<file path="src/sv/balance_pid_motor_controller_top_assert.svh">
// ----------------------------------------------------------------------------
// balance_pid_motor_controller_top_assert
// assertion macros shared by the balance controller rtl
// ----------------------------------------------------------------------------
`ifndef BALANCE_PID_MOTOR_CONTROLLER_TOP_ASSERT_SVH
`define BALANCE_PID_MOTOR_CONTROLLER_TOP_ASSERT_SVH

// same-cycle implication, held off during reset
`define BPMC_ASSERT_NOW(lbl, ante, cons) \
  lbl: assert property (@(posedge clk) disable iff (!rst_n) (ante) |-> (cons)) \
    else $error("bpmc assertion failed");

// next-cycle implication, held off during reset
`define BPMC_ASSERT_NEXT(lbl, ante, cons) \
  lbl: assert property (@(posedge clk) disable iff (!rst_n) (ante) |=> (cons)) \
    else $error("bpmc assertion failed");

`endif

</file>
<file path="src/sv/bpmc_pkg.sv">
// ----------------------------------------------------------------------------
// bpmc_pkg
// shared types, constants and tables of the balance controller
// ----------------------------------------------------------------------------
package bpmc_pkg;

  localparam int CORDIC_STEPS = 16;
  localparam int NUM_ANGLES   = 24;
  localparam int CORDIC_ITERS = (CORDIC_STEPS < NUM_ANGLES) ? CORDIC_STEPS : NUM_ANGLES;
  localparam int ITER_W       = 5;

  // shared multiplier operand and product widths
  localparam int MUL_A_W = 26;
  localparam int MUL_B_W = 19;
  localparam int MUL_P_W = MUL_A_W + MUL_B_W;

  typedef logic signed [MUL_A_W-1:0] mul_a_t;
  typedef logic signed [MUL_B_W-1:0] mul_b_t;
  typedef logic signed [MUL_P_W-1:0] mul_p_t;

  // configuration register indexes
  typedef enum logic [2:0] {
    REG_PITCH_KP  = 3'd0,
    REG_PITCH_KI  = 3'd1,
    REG_PITCH_KD  = 3'd2,
    REG_YAW_KP    = 3'd3,
    REG_YAW_KI    = 3'd4,
    REG_TARGET    = 3'd5,
    REG_ACCEL_OFS = 3'd6,
    REG_GYRO_OFS  = 3'd7
  } cfg_reg_t;

  // pitch unit status toward the sequencer
  typedef struct packed {
    logic               done;
    logic signed [15:0] pitch;
  } cordic_res_t;

  // arctangent of 2^-i in degrees, q16
  function automatic logic signed [25:0] atan_q16(input logic [ITER_W-1:0] i);
    logic signed [25:0] v;
    case (i)
      5'd0:    v = 26'sd2949120;
      5'd1:    v = 26'sd1740967;
      5'd2:    v = 26'sd919879;
      5'd3:    v = 26'sd466945;
      5'd4:    v = 26'sd234379;
      5'd5:    v = 26'sd117304;
      5'd6:    v = 26'sd58666;
      5'd7:    v = 26'sd29335;
      5'd8:    v = 26'sd14668;
      5'd9:    v = 26'sd7334;
      5'd10:   v = 26'sd3667;
      5'd11:   v = 26'sd1833;
      5'd12:   v = 26'sd917;
      5'd13:   v = 26'sd458;
      5'd14:   v = 26'sd229;
      5'd15:   v = 26'sd115;
      5'd16:   v = 26'sd57;
      5'd17:   v = 26'sd29;
      5'd18:   v = 26'sd14;
      5'd19:   v = 26'sd7;
      5'd20:   v = 26'sd4;
      5'd21:   v = 26'sd2;
      5'd22:   v = 26'sd1;
      default: v = 26'sd0;
    endcase
    return v;
  endfunction

endpackage

</file>
<file path="src/sv/bpmc_mul.sv">
// ----------------------------------------------------------------------------
// bpmc_mul
// shared signed multiplier with a registered product
// ----------------------------------------------------------------------------
module bpmc_mul
  import bpmc_pkg::*;
(
  input  logic   clk,
  input  mul_a_t mul_a,
  input  mul_b_t mul_b,
  output mul_p_t mul_p
);

  mul_p_t prod_r;

  // one product per cycle, used by the sequencer in the next cycle
  always_ff @(posedge clk) begin
    prod_r <= MUL_P_W'(mul_a) * MUL_P_W'(mul_b);
  end

  assign mul_p = prod_r;

endmodule

</file>
<file path="src/sv/bpmc_cordic.sv">
// ----------------------------------------------------------------------------
// bpmc_cordic
// iterative cordic vectoring, atan(y/x) in degrees q8
// ----------------------------------------------------------------------------
module bpmc_cordic
  import bpmc_pkg::*;
(
  input  logic               clk,
  input  logic               rst_n,
  input  logic               start,
  input  logic signed [23:0] y_in,
  input  logic signed [23:0] x_in,
  output cordic_res_t        res
);

  typedef enum logic [1:0] {C_IDLE, C_RUN, C_DONE} cstate_t;

  cstate_t            state_r, state_nxt;
  logic [ITER_W-1:0]  iter_r, iter_nxt;
  logic signed [33:0] x_r, x_nxt, y_r, y_nxt;
  logic signed [25:0] z_r, z_nxt;
  logic               done_r, done_nxt;
  logic signed [15:0] pitch_r, pitch_nxt;

  logic signed [24:0] xa, ya;
  logic signed [33:0] dx, dy;
  logic signed [17:0] zq;

  always_comb begin
    state_nxt = state_r;
    iter_nxt  = iter_r;
    x_nxt     = x_r;
    y_nxt     = y_r;
    z_nxt     = z_r;
    done_nxt  = 1'b0;
    pitch_nxt = pitch_r;
    // fold into the right half plane
    xa = x_in[23] ? -25'(x_in) : 25'(x_in);
    ya = x_in[23] ? -25'(y_in) : 25'(y_in);
    dx = y_r >>> iter_r;
    dy = x_r >>> iter_r;
    zq = 18'((z_r + 26'sd128) >>> 8);
    case (state_r)
      C_IDLE: begin
        if (start) begin
          iter_nxt = '0;
          x_nxt    = 34'(xa) <<< 6;
          y_nxt    = 34'(ya) <<< 6;
          z_nxt    = '0;
          state_nxt = C_RUN;
          // vertical vector: preload the ninety degree answer
          if (x_in == 24'sd0) begin
            if (y_in > 24'sd0)      z_nxt = 26'sd5898240;
            else if (y_in < 24'sd0) z_nxt = -26'sd5898240;
            state_nxt = C_DONE;
          end
        end
      end
      C_RUN: begin
        // one micro-rotation per cycle
        if (!y_r[33]) begin
          x_nxt = x_r + dx;
          y_nxt = y_r - dy;
          z_nxt = z_r + atan_q16(iter_r);
        end else begin
          x_nxt = x_r - dx;
          y_nxt = y_r + dy;
          z_nxt = z_r - atan_q16(iter_r);
        end
        iter_nxt = iter_r + 1'b1;
        if (iter_r == ITER_W'(CORDIC_ITERS - 1)) state_nxt = C_DONE;
      end
      C_DONE: begin
        // round to q8 and keep within plus or minus ninety
        if (zq > 18'sd23040)       pitch_nxt = 16'sd23040;
        else if (zq < -18'sd23040) pitch_nxt = -16'sd23040;
        else                       pitch_nxt = 16'(zq);
        done_nxt  = 1'b1;
        state_nxt = C_IDLE;
      end
      default: state_nxt = C_IDLE;
    endcase
  end

  always_ff @(posedge clk) begin
    if (!rst_n) begin
      state_r <= C_IDLE;
      done_r  <= 1'b0;
    end else begin
      state_r <= state_nxt;
      done_r  <= done_nxt;
    end
    iter_r  <= iter_nxt;
    x_r     <= x_nxt;
    y_r     <= y_nxt;
    z_r     <= z_nxt;
    pitch_r <= pitch_nxt;
  end

  assign res.done  = done_r;
  assign res.pitch = pitch_r;

endmodule

</file>
<file path="src/sv/balance_pid_motor_controller_top.sv">
// ----------------------------------------------------------------------------
// balance_pid_motor_controller_top
// tilt-balance pid controller: imu word in, two motor compare values out
// ----------------------------------------------------------------------------
// in_tready is high only while the sequencer is idle, so a new word is not
// accepted before the last one is through. Each word is worked by the shared
// multiplier, which does all filter, divide-by-131, integrator and gain
// products one after another, and by the cordic unit, which turns one
// micro-rotation per cycle. A finished result sits in the output register,
// and the next word can be accepted while it waits for out_tready.
// ----------------------------------------------------------------------------
`include "balance_pid_motor_controller_top_assert.svh"

module balance_pid_motor_controller_top
  import bpmc_pkg::*;
(
  input  logic        clk,
  input  logic        rst_n,
  // configuration
  input  logic        cfg_we,
  input  logic [2:0]  cfg_addr,
  input  logic [31:0] cfg_wdata,
  // input: accel_x_raw, accel_z_raw, gyro_y_raw, gyro_z_raw
  input  logic        in_tvalid,
  output logic        in_tready,
  input  logic [63:0] in_tdata,
  // output: left_compare[13:0], right_compare[27:14], zero fill
  output logic        out_tvalid,
  input  logic        out_tready,
  output logic [31:0] out_tdata
);

  typedef enum logic [4:0] {
    S_IDLE, S_FX, S_FZ, S_RY, S_RZ, S_RZC, S_CW, S_IP, S_IY,
    S_P0, S_P1, S_P2, S_P3, S_Y1, S_Y2, S_OUT
  } state_t;

  localparam logic signed [25:0] INTEG_LIMIT = 26'sd1966080;

  // fix the reciprocal quotient and apply the sign
  function automatic logic signed [17:0] rate_fix(input logic [24:0] n, input mul_p_t p,
                                                  input logic neg);
    logic [17:0] q;
    logic [25:0] qm;
    logic [25:0] r;
    q  = p[42:25];
    qm = 26'({q, 7'b0}) + 26'({q, 1'b0}) + 26'(q);
    r  = 26'(n) - qm;
    if (r >= 26'd131) q = q + 1'b1;
    return neg ? -$signed(q) : $signed(q);
  endfunction

  // q24 truncated toward zero, saturated to int16
  function automatic logic signed [15:0] drive16(input logic signed [47:0] v);
    logic [47:0] mag;
    logic [23:0] t;
    mag = v[47] ? 48'(-v) : 48'(v);
    t   = mag[47:24];
    if (!v[47]) return (t > 24'd32767) ? 16'sh7fff : 16'(t);
    if (t >= 24'd32768) return 16'sh8000;
    return -$signed({1'b0, t[14:0]});
  endfunction

  // integrator step with clamp
  function automatic logic signed [23:0] integ(input logic signed [23:0] i, input mul_p_t p);
    mul_p_t             rnd;
    logic signed [25:0] s;
    rnd = (p + MUL_P_W'(32768)) >>> 16;
    s   = 26'(i) + 26'(rnd);
    if (s > INTEG_LIMIT)  s = INTEG_LIMIT;
    if (s < -INTEG_LIMIT) s = -INTEG_LIMIT;
    return 24'(s);
  endfunction

  // configuration registers
  logic [15:0]        kp_r, ki_r, kd_r, kpy_r, kiy_r;
  logic signed [15:0] target_r;
  logic [31:0]        acc_ofs_r, gyro_ofs_r;

  // sequencer and datapath registers
  state_t             state_r, state_nxt;
  logic signed [16:0] ax_r, ax_nxt, az_r, az_nxt, gy_r, gy_nxt, gz_r, gz_nxt;
  logic signed [23:0] fx_r, fx_nxt, fz_r, fz_nxt;
  logic signed [23:0] ip_r, ip_nxt, iy_r, iy_nxt;
  logic signed [17:0] ry_r, ry_nxt, rz_r, rz_nxt;
  logic signed [16:0] err_r, err_nxt;
  logic signed [47:0] acc_r, acc_nxt;
  logic signed [15:0] pd_r, pd_nxt, yd_r, yd_nxt;
  logic               out_valid_r, out_valid_nxt;
  logic [13:0]        left_r, left_nxt, right_r, right_nxt;

  mul_a_t      mul_a;
  mul_b_t      mul_b;
  mul_p_t      mul_p;
  cordic_res_t cres;
  logic        cordic_start;

  logic [16:0]        gy_mag, gz_mag;
  logic [24:0]        ny, nz;
  mul_p_t             frnd;
  logic signed [47:0] pwide;
  logic signed [18:0] left_s, right_s;
  logic               in_acc;

  assign in_tready = (state_r == S_IDLE);
  assign in_acc    = in_tvalid && in_tready;

  bpmc_mul u_mul (
    .clk   (clk),
    .mul_a (mul_a),
    .mul_b (mul_b),
    .mul_p (mul_p)
  );

  bpmc_cordic u_cordic (
    .clk   (clk),
    .rst_n (rst_n),
    .start (cordic_start),
    .y_in  (fx_r),
    .x_in  (fz_r),
    .res   (cres)
  );

  // dividend for the rate: |g| * 256 + 65
  always_comb begin
    gy_mag = gy_r[16] ? 17'(-gy_r) : 17'(gy_r);
    gz_mag = gz_r[16] ? 17'(-gz_r) : 17'(gz_r);
    ny     = {gy_mag, 8'b0} + 25'd65;
    nz     = {gz_mag, 8'b0} + 25'd65;
    frnd   = (mul_p + MUL_P_W'(32768)) >>> 16;
    pwide  = 48'(mul_p);
  end

  // sequencer
  always_comb begin
    state_nxt     = state_r;
    ax_nxt        = ax_r;
    az_nxt        = az_r;
    gy_nxt        = gy_r;
    gz_nxt        = gz_r;
    fx_nxt        = fx_r;
    fz_nxt        = fz_r;
    ip_nxt        = ip_r;
    iy_nxt        = iy_r;
    ry_nxt        = ry_r;
    rz_nxt        = rz_r;
    err_nxt       = err_r;
    acc_nxt       = acc_r;
    pd_nxt        = pd_r;
    yd_nxt        = yd_r;
    left_nxt      = left_r;
    right_nxt     = right_r;
    out_valid_nxt = out_valid_r && !out_tready;
    mul_a         = '0;
    mul_b         = '0;
    cordic_start  = 1'b0;
    left_s        = 19'sd4910 - 19'(pd_r) - 19'(yd_r);
    right_s       = 19'sd4935 + 19'(pd_r) - 19'(yd_r);
    case (state_r)
      S_IDLE: begin
        // offset removal on the incoming word
        if (in_acc) begin
          ax_nxt = 17'($signed(in_tdata[15:0]))  - 17'($signed(acc_ofs_r[15:0]));
          az_nxt = 17'($signed(in_tdata[31:16])) - 17'($signed(acc_ofs_r[31:16]));
          gy_nxt = 17'($signed(in_tdata[47:32])) - 17'($signed(gyro_ofs_r[15:0]));
          gz_nxt = 17'($signed(in_tdata[63:48])) - 17'($signed(gyro_ofs_r[31:16]));
          state_nxt = S_FX;
        end
      end
      S_FX: begin
        mul_a = (MUL_A_W'(ax_r) <<< 6) - MUL_A_W'(fx_r);
        mul_b = 19'sd6554;
        state_nxt = S_FZ;
      end
      S_FZ: begin
        fx_nxt = fx_r + 24'(frnd);
        mul_a  = (MUL_A_W'(az_r) <<< 6) - MUL_A_W'(fz_r);
        mul_b  = 19'sd6554;
        state_nxt = S_RY;
      end
      S_RY: begin
        fz_nxt = fz_r + 24'(frnd);
        mul_a  = MUL_A_W'(ny);
        mul_b  = 19'sd256140;
        state_nxt = S_RZ;
      end
      S_RZ: begin
        ry_nxt = rate_fix(ny, mul_p, gy_r[16]);
        mul_a  = MUL_A_W'(nz);
        mul_b  = 19'sd256140;
        state_nxt = S_RZC;
      end
      S_RZC: begin
        rz_nxt       = rate_fix(nz, mul_p, gz_r[16]);
        cordic_start = 1'b1;
        state_nxt    = S_CW;
      end
      S_CW: begin
        if (cres.done) begin
          err_nxt   = 17'(target_r) - 17'(cres.pitch);
          state_nxt = S_IP;
        end
      end
      S_IP: begin
        mul_a = MUL_A_W'(err_r);
        mul_b = 19'sd33554;
        state_nxt = S_IY;
      end
      S_IY: begin
        ip_nxt = integ(ip_r, mul_p);
        mul_a  = MUL_A_W'(rz_r);
        mul_b  = 19'sd33554;
        state_nxt = S_P0;
      end
      S_P0: begin
        iy_nxt = integ(iy_r, mul_p);
        mul_a  = MUL_A_W'(err_r);
        mul_b  = MUL_B_W'({1'b0, kp_r});
        state_nxt = S_P1;
      end
      S_P1: begin
        acc_nxt = pwide <<< 8;
        mul_a   = MUL_A_W'(ip_r);
        mul_b   = MUL_B_W'({1'b0, ki_r});
        state_nxt = S_P2;
      end
      S_P2: begin
        acc_nxt = acc_r + pwide;
        mul_a   = MUL_A_W'(ry_r);
        mul_b   = MUL_B_W'({1'b0, kd_r});
        state_nxt = S_P3;
      end
      S_P3: begin
        pd_nxt = drive16(acc_r - (pwide <<< 8));
        mul_a  = MUL_A_W'(rz_r);
        mul_b  = MUL_B_W'({1'b0, kpy_r});
        state_nxt = S_Y1;
      end
      S_Y1: begin
        acc_nxt = pwide <<< 8;
        mul_a   = MUL_A_W'(iy_r);
        mul_b   = MUL_B_W'({1'b0, kiy_r});
        state_nxt = S_Y2;
      end
      S_Y2: begin
        yd_nxt    = drive16(acc_r + pwide);
        state_nxt = S_OUT;
      end
      S_OUT: begin
        // load the output register once it is free
        if (!out_valid_r || out_tready) begin
          if (left_s < 19'sd1)         left_nxt = 14'd1;
          else if (left_s > 19'sd9819) left_nxt = 14'd9819;
          else                         left_nxt = 14'(left_s);
          if (right_s < 19'sd1)         right_nxt = 14'd1;
          else if (right_s > 19'sd9869) right_nxt = 14'd9869;
          else                          right_nxt = 14'(right_s);
          out_valid_nxt = 1'b1;
          state_nxt     = S_IDLE;
        end
      end
      default: state_nxt = S_IDLE;
    endcase
  end

  // state, filter and integrator memory, registered outputs
  always_ff @(posedge clk) begin
    if (!rst_n) begin
      state_r     <= S_IDLE;
      out_valid_r <= 1'b0;
      fx_r        <= '0;
      fz_r        <= '0;
      ip_r        <= '0;
      iy_r        <= '0;
    end else begin
      state_r     <= state_nxt;
      out_valid_r <= out_valid_nxt;
      fx_r        <= fx_nxt;
      fz_r        <= fz_nxt;
      ip_r        <= ip_nxt;
      iy_r        <= iy_nxt;
    end
    ax_r    <= ax_nxt;
    az_r    <= az_nxt;
    gy_r    <= gy_nxt;
    gz_r    <= gz_nxt;
    ry_r    <= ry_nxt;
    rz_r    <= rz_nxt;
    err_r   <= err_nxt;
    acc_r   <= acc_nxt;
    pd_r    <= pd_nxt;
    yd_r    <= yd_nxt;
    left_r  <= left_nxt;
    right_r <= right_nxt;
  end

  // configuration writes
  always_ff @(posedge clk) begin
    if (!rst_n) begin
      kp_r       <= 16'd23040;
      ki_r       <= 16'd0;
      kd_r       <= 16'd25600;
      kpy_r      <= 16'd1280;
      kiy_r      <= 16'd5120;
      target_r   <= 16'sd0;
      acc_ofs_r  <= 32'd0;
      gyro_ofs_r <= 32'd0;
    end else if (cfg_we) begin
      case (cfg_reg_t'(cfg_addr))
        REG_PITCH_KP:  kp_r       <= cfg_wdata[15:0];
        REG_PITCH_KI:  ki_r       <= cfg_wdata[15:0];
        REG_PITCH_KD:  kd_r       <= cfg_wdata[15:0];
        REG_YAW_KP:    kpy_r      <= cfg_wdata[15:0];
        REG_YAW_KI:    kiy_r      <= cfg_wdata[15:0];
        REG_TARGET:    target_r   <= $signed(cfg_wdata[15:0]);
        REG_ACCEL_OFS: acc_ofs_r  <= cfg_wdata;
        REG_GYRO_OFS:  gyro_ofs_r <= cfg_wdata;
        default: ;
      endcase
    end
  end

  assign out_tvalid = out_valid_r;
  assign out_tdata  = {4'b0, right_r, left_r};

  // checks
  `BPMC_ASSERT_NEXT(a_busy_after_accept, in_acc, !in_tready)
  `BPMC_ASSERT_NOW(a_cordic_done_in_wait, cres.done, state_r == S_CW)
  `BPMC_ASSERT_NOW(a_left_range, out_tvalid,
    out_tdata[13:0] >= 14'd1 && out_tdata[13:0] <= 14'd9819)
  `BPMC_ASSERT_NOW(a_right_range, out_tvalid,
    out_tdata[27:14] >= 14'd1 && out_tdata[27:14] <= 14'd9869)

endmodule
</file>
<file path="config.mk">
export PLATFORM = sky130hd
export DESIGN_NAME = balance_pid_motor_controller_top
export DESIGN_NICKNAME = d
export VERILOG_FILES = /design/src/sv/bpmc_pkg.sv /design/src/sv/bpmc_mul.sv /design/src/sv/bpmc_cordic.sv /design/src/sv/balance_pid_motor_controller_top.sv
export VERILOG_INCLUDE_DIRS = /design/src /design/src/sv
export SDC_FILE = /design/constraint.sdc
export NUM_CORES = 2
export LEC_CHECK = 0
export BUFFER_PORTS_ARGS = -buffer_cell sky130_fd_sc_hd__buf_2
export CORE_UTILIZATION = 40
export DETAILED_ROUTE_END_ITERATION = 12
export GPL_TIMING_DRIVEN = 0
export HOLD_SLACK_MARGIN = 0.1
export SYNTH_ARGS = -nofsm -noshare
export SYNTH_HDL_FRONTEND = slang
export SYNTH_HIERARCHICAL = 1
export SYNTH_SLANG_ARGS = --single-unit
</file>
<file path="constraint.sdc">
create_clock -name clk -period 12.1 [get_ports clk]
set_input_delay 1.21 -clock clk [delete_from_list [all_inputs] [get_ports clk]]
set_output_delay 1.21 -clock clk [all_outputs]
set_load 0.01 [all_outputs]
</file>
==> impl_metrics.csv <==
group,metric,value,unit
sta,skew,0.0800,ns
detailed_routing,drt-total-wl,317000,um
setup_path,cp_slowest_cell,"buf_1",
setup_path,crit_top_cell,"fa_1",
setup_path,cp_data_required_time,12.67,ns
detailed_routing,vias,75000,
synth,ys_ff_latch,675,
global_routing,grt_pass1_vias,71900,
clock_network,cts_htree_levels,3,
setup_path,reg2regPathDepth,28,
hold_path,hold_path_class,"flop to flop",
power_and_ir_drop,powerDensity,227,nW/um^2
global_routing,antenna_found_initial,24,
floorplan,initial_core_util,0.403,
detailed_routing,drc,0,
setup_path,endpoint_kind,"flop",
sta,tightest_slew,1.36,ns
floorplan,die_area,205000,um^2
setup_path,rr_endpoint,"u_mul/mul_p[44]$_DFF_P_",
flow_run,maxCapViolations,0,
clock_network,hold_buffers,0,
setup_path,r2r-start,"state_r[1]$_SDFFE_PN0P_",
global_routing,grt_max_degree,55,
floorplan,die_width,453,um
synth,syn_avg_cell_area,8.40,um^2
placement,globalplace.congestion,1.03,
clock_network,cts.clk_slew.worst_paths,0.06,ns
floorplan,ios,138,
sta,fmax,84.3,MHz
setup_path,startpoint_type,"flop",
global_routing,grt_overflow,0,
sta,slew_headroom,0.0671,
synth,ys_async_sr_fraction,0,
setup_path,critPathMaxStageDelay,0.90,ns
detailed_routing,vias_per_cell,5.92,
sta,hold_viol_final,0,
setup_path,r2r_slack,0.24,ns
synth,yosys_warnings,6,
detailed_routing,routedWlPerCell,25.0,um
synth,synth_edf_count,344,
detailed_routing,ant_nets,0,
sta,finalCritPeriodShare,0.980,
sta,rsz0062_at_grt,"yes",
setup_path,worstPathMaxFanout,10,
placement,numPortBuffers,115,
setup_path,crit_type,"flop to flop",
final_layout,nets,11200,
floorplan,die_y,453,um
run_status,run_status,"completed",
clock_network,ctsLongestPathBuffers,3,
sta,min_period,11.86,ns
placement,dp_hpwl,260000,um
sta,slew_violations,0,
synth,synth_ff_type,"edfxtp_1",
clock_network,clk_latency,0.75,ns
final_layout,fillerInstances,20000,
global_routing,grtUsageTotal,0.301,
power_and_ir_drop,vdd_drop_max,0.290,mV
detailed_routing,drt_iter0_drc,7263,
clock_network,cts_inserted_buffers,86,
global_routing,grt_pass1_wl,465000,um
final_layout,utilization,0.440,
floorplan,rows,165,
detailed_routing,first_pass_iters,6,
synth,synthCells,9683,
sta,whs,0.462,ns
clock_network,clock-sinks,675,
clock_network,cts_tree,"yes",
sta,setup_viol,0,
final_layout,synthToLayoutAreaGrowth,9.18,%
floorplan,core_area,202000,um^2
clock_network,cts-root-buf,"clkbuf_16",
synth,ys_seq_area_frac,0.208,
hold_path,hold_depth,2,
power_and_ir_drop,p_leak,0.0373,uW
final_layout,drive_above_1_share,0.0624,
hold_path,hold_start,"acc_ofs_r[5]$_SDFFE_PN0P_",
hold_path,hold_end,"acc_ofs_r[5]$_SDFFE_PN0P_",
synth,ys_types,130,
synth,synth_area,81400,um^2
setup_path,worst_ep_arrival_time,12.44,ns
[critical path, delay by kind of cell, from the launching register on]
| kind | cells | cell delay (ns) |
|---|---|---|
| AO/OA/AOI/OAI | 7 | 1.58 |
| buffers and inverters | 7 | 2.87 |
| AND/OR/NAND/NOR | 6 | 2.64 |
| adder cells (fa/ha/maj) | 8 | 4.10 |
| flip-flops | 1 | 0.43 |
[worst max path at each step]
stage | startpoint | cells past startpoint | endpoint
global route | state_r[2]$_SDFFE_PN0P_ | 29 | u_mul/mul_p[44]$_DFF_P_
global placement | fx_r[0]$_SDFFE_PN0P_ | 41 | u_mul/mul_p[43]$_DFF_P_
finish | state_r[1]$_SDFFE_PN0P_ | 28 | u_mul/mul_p[44]$_DFF_P_
floorplan | fx_r[2]$_SDFFE_PN0P_ | 39 | u_mul/mul_p[41]$_DFF_P_
detailed placement | fx_r[0]$_SDFFE_PN0P_ | 41 | u_mul/mul_p[43]$_DFF_P_
CTS | state_r[1]$_SDFFE_PN0P_ | 26 | u_mul/mul_p[44]$_DFF_P_
[stage by stage]
| stage | power (uW) | setup WS (ns) | instance area, um^2 | setup TNS, ns | std cells |
|---|---|---|---|---|---|
| after detailed placement | 17000 | 0.0447 | 85700 | 0 | 12500 |
| after global routing | 21500 | -0.0215 | 88800 | -0.0215 | 12700 |
| after CTS | 19800 | 0.0406 | 88700 | 0 | 12700 |
| final | 20200 | 0.239 | 88800 | 0 | 12700 |
| after floorplan | 13000 | 2.43 | 81400 | 0 | 9693 |
| after global placement | 16800 | 0.155 | 85300 | 0 | 12500 |
[sequential cells by signal, indices dropped and copies added, names as in the netlist, 24 cells and up, named ones only]
register	count
fz_r	24
u_cordic/z_r	26
gyro_ofs_r	32
u_cordic/x_r	34
ip_r	24
acc_ofs_r	32
u_mul/mul_p	45
fx_r	24
u_cordic/y_r	34
iy_r	24
acc_r	48
[cells in the final DEF, fill, tap and decap left out, drive strengths merged, types with 331 or more instances in the layout]
master  Yosys  final
dfxtp     331    331
inv       952    956
edfxtp    344    344
nand2    1220   1220
ha        651    651
clkbuf    334    440
nor2      576    576
fa        516    516
and2      353    353
o21ai     563    563
a21oi     502    502
xnor2     448    448
[area by class of cell]
class | instances | area, um^2 | area share
timing repair buffer | 136 | 917 | 0.0103
buffer | 408 | 1690 | 0.0190
multi-input combinational | 7648 | 59300 | 0.667
inverter | 960 | 3610 | 0.0406
clock inverter | 52 | 568 | 0.00639
antenna | 15 | 37.5 | 0.000423
sequential | 675 | 17000 | 0.191
tap | 2672 | 3340 | 0.0376
clock buffer | 110 | 2430 | 0.0273
[where the power goes]
part           internal (uW)  switching, uW
clock                   1550           1160
sequential              2670            328
combinational           5280           9160
total                   9500          10700
[synth_stat cells (all sizes together), types with 22 or more instances]
cell type	count	share of area
nand2	1220	0.056
o31ai	59	0.0056
nor4	55	0.0046
nor3	168	0.011
a221o	22	0.0027
mux2	51	0.0071
nand4	63	0.0050
inv	952	0.044
and3	77	0.0059
xor2	225	0.024
o21ai	563	0.035
or2	47	0.0036
ha	651	0.10
and2	353	0.027
a31oi	83	0.0068
clkbuf	334	0.016
nor2b	79	0.0061
o2111ai	22	0.0024
nand3	195	0.012
fa	516	0.13
a21boi	207	0.019
nor2	576	0.027
xnor2	448	0.048
a22oi	68	0.0063
or4	42	0.0039
or3	53	0.0042
o221ai	26	0.0028
o21a	70	0.0065
edfxtp	344	0.13
a211oi	60	0.0056
mux2i	108	0.013
dfxtp	331	0.081
nor3b	23	0.0022
a221oi	27	0.0029
o22ai	40	0.0031
o21bai	86	0.0079
mux4	77	0.021
buf	76	0.0050
o211ai	66	0.0062
a21o	207	0.019
a21oi	502	0.031
a211o	33	0.0036
nand2b	130	0.010
[what timing repair did]
item | CTS | global route
endpoints found under the setup margin | 1 | 16
resized for setup | 0 | 29
buffers inserted | 0 | 0
[cell families (layout without fill, tap and decap cells)]
logic type / after synthesis / count (layout) / synth area share
other: 1 / 26 / 0.0000461
AO/OA/AOI/OAI: 2372 / 2372 / 0.194
flip-flops: 675 / 675 / 0.208
adder cells (fa/ha/maj): 1180 / 1180 / 0.229
buffers and inverters: 1370 / 1666 / 0.0649
XOR/XNOR: 676 / 676 / 0.0736
AND/OR/NAND/NOR: 3173 / 3173 / 0.189
multiplexers: 236 / 236 / 0.0418
[routing by layer]
metal / vias to the layer above / part of all wire / GRT usage / wire length, um
met5: - / 0.00029 / 0 / 92
met4: 14 / 0.062 / 0.162 / 19500
met3: 799 / 0.078 / 0.0473 / 24800
met2: 3380 / 0.44 / 0.470 / 139000
met1: 36500 / 0.42 / 0.399 / 133000
li1: 34300 / - / - / -
No activity file was read; power rests on OpenSTA's default activity.
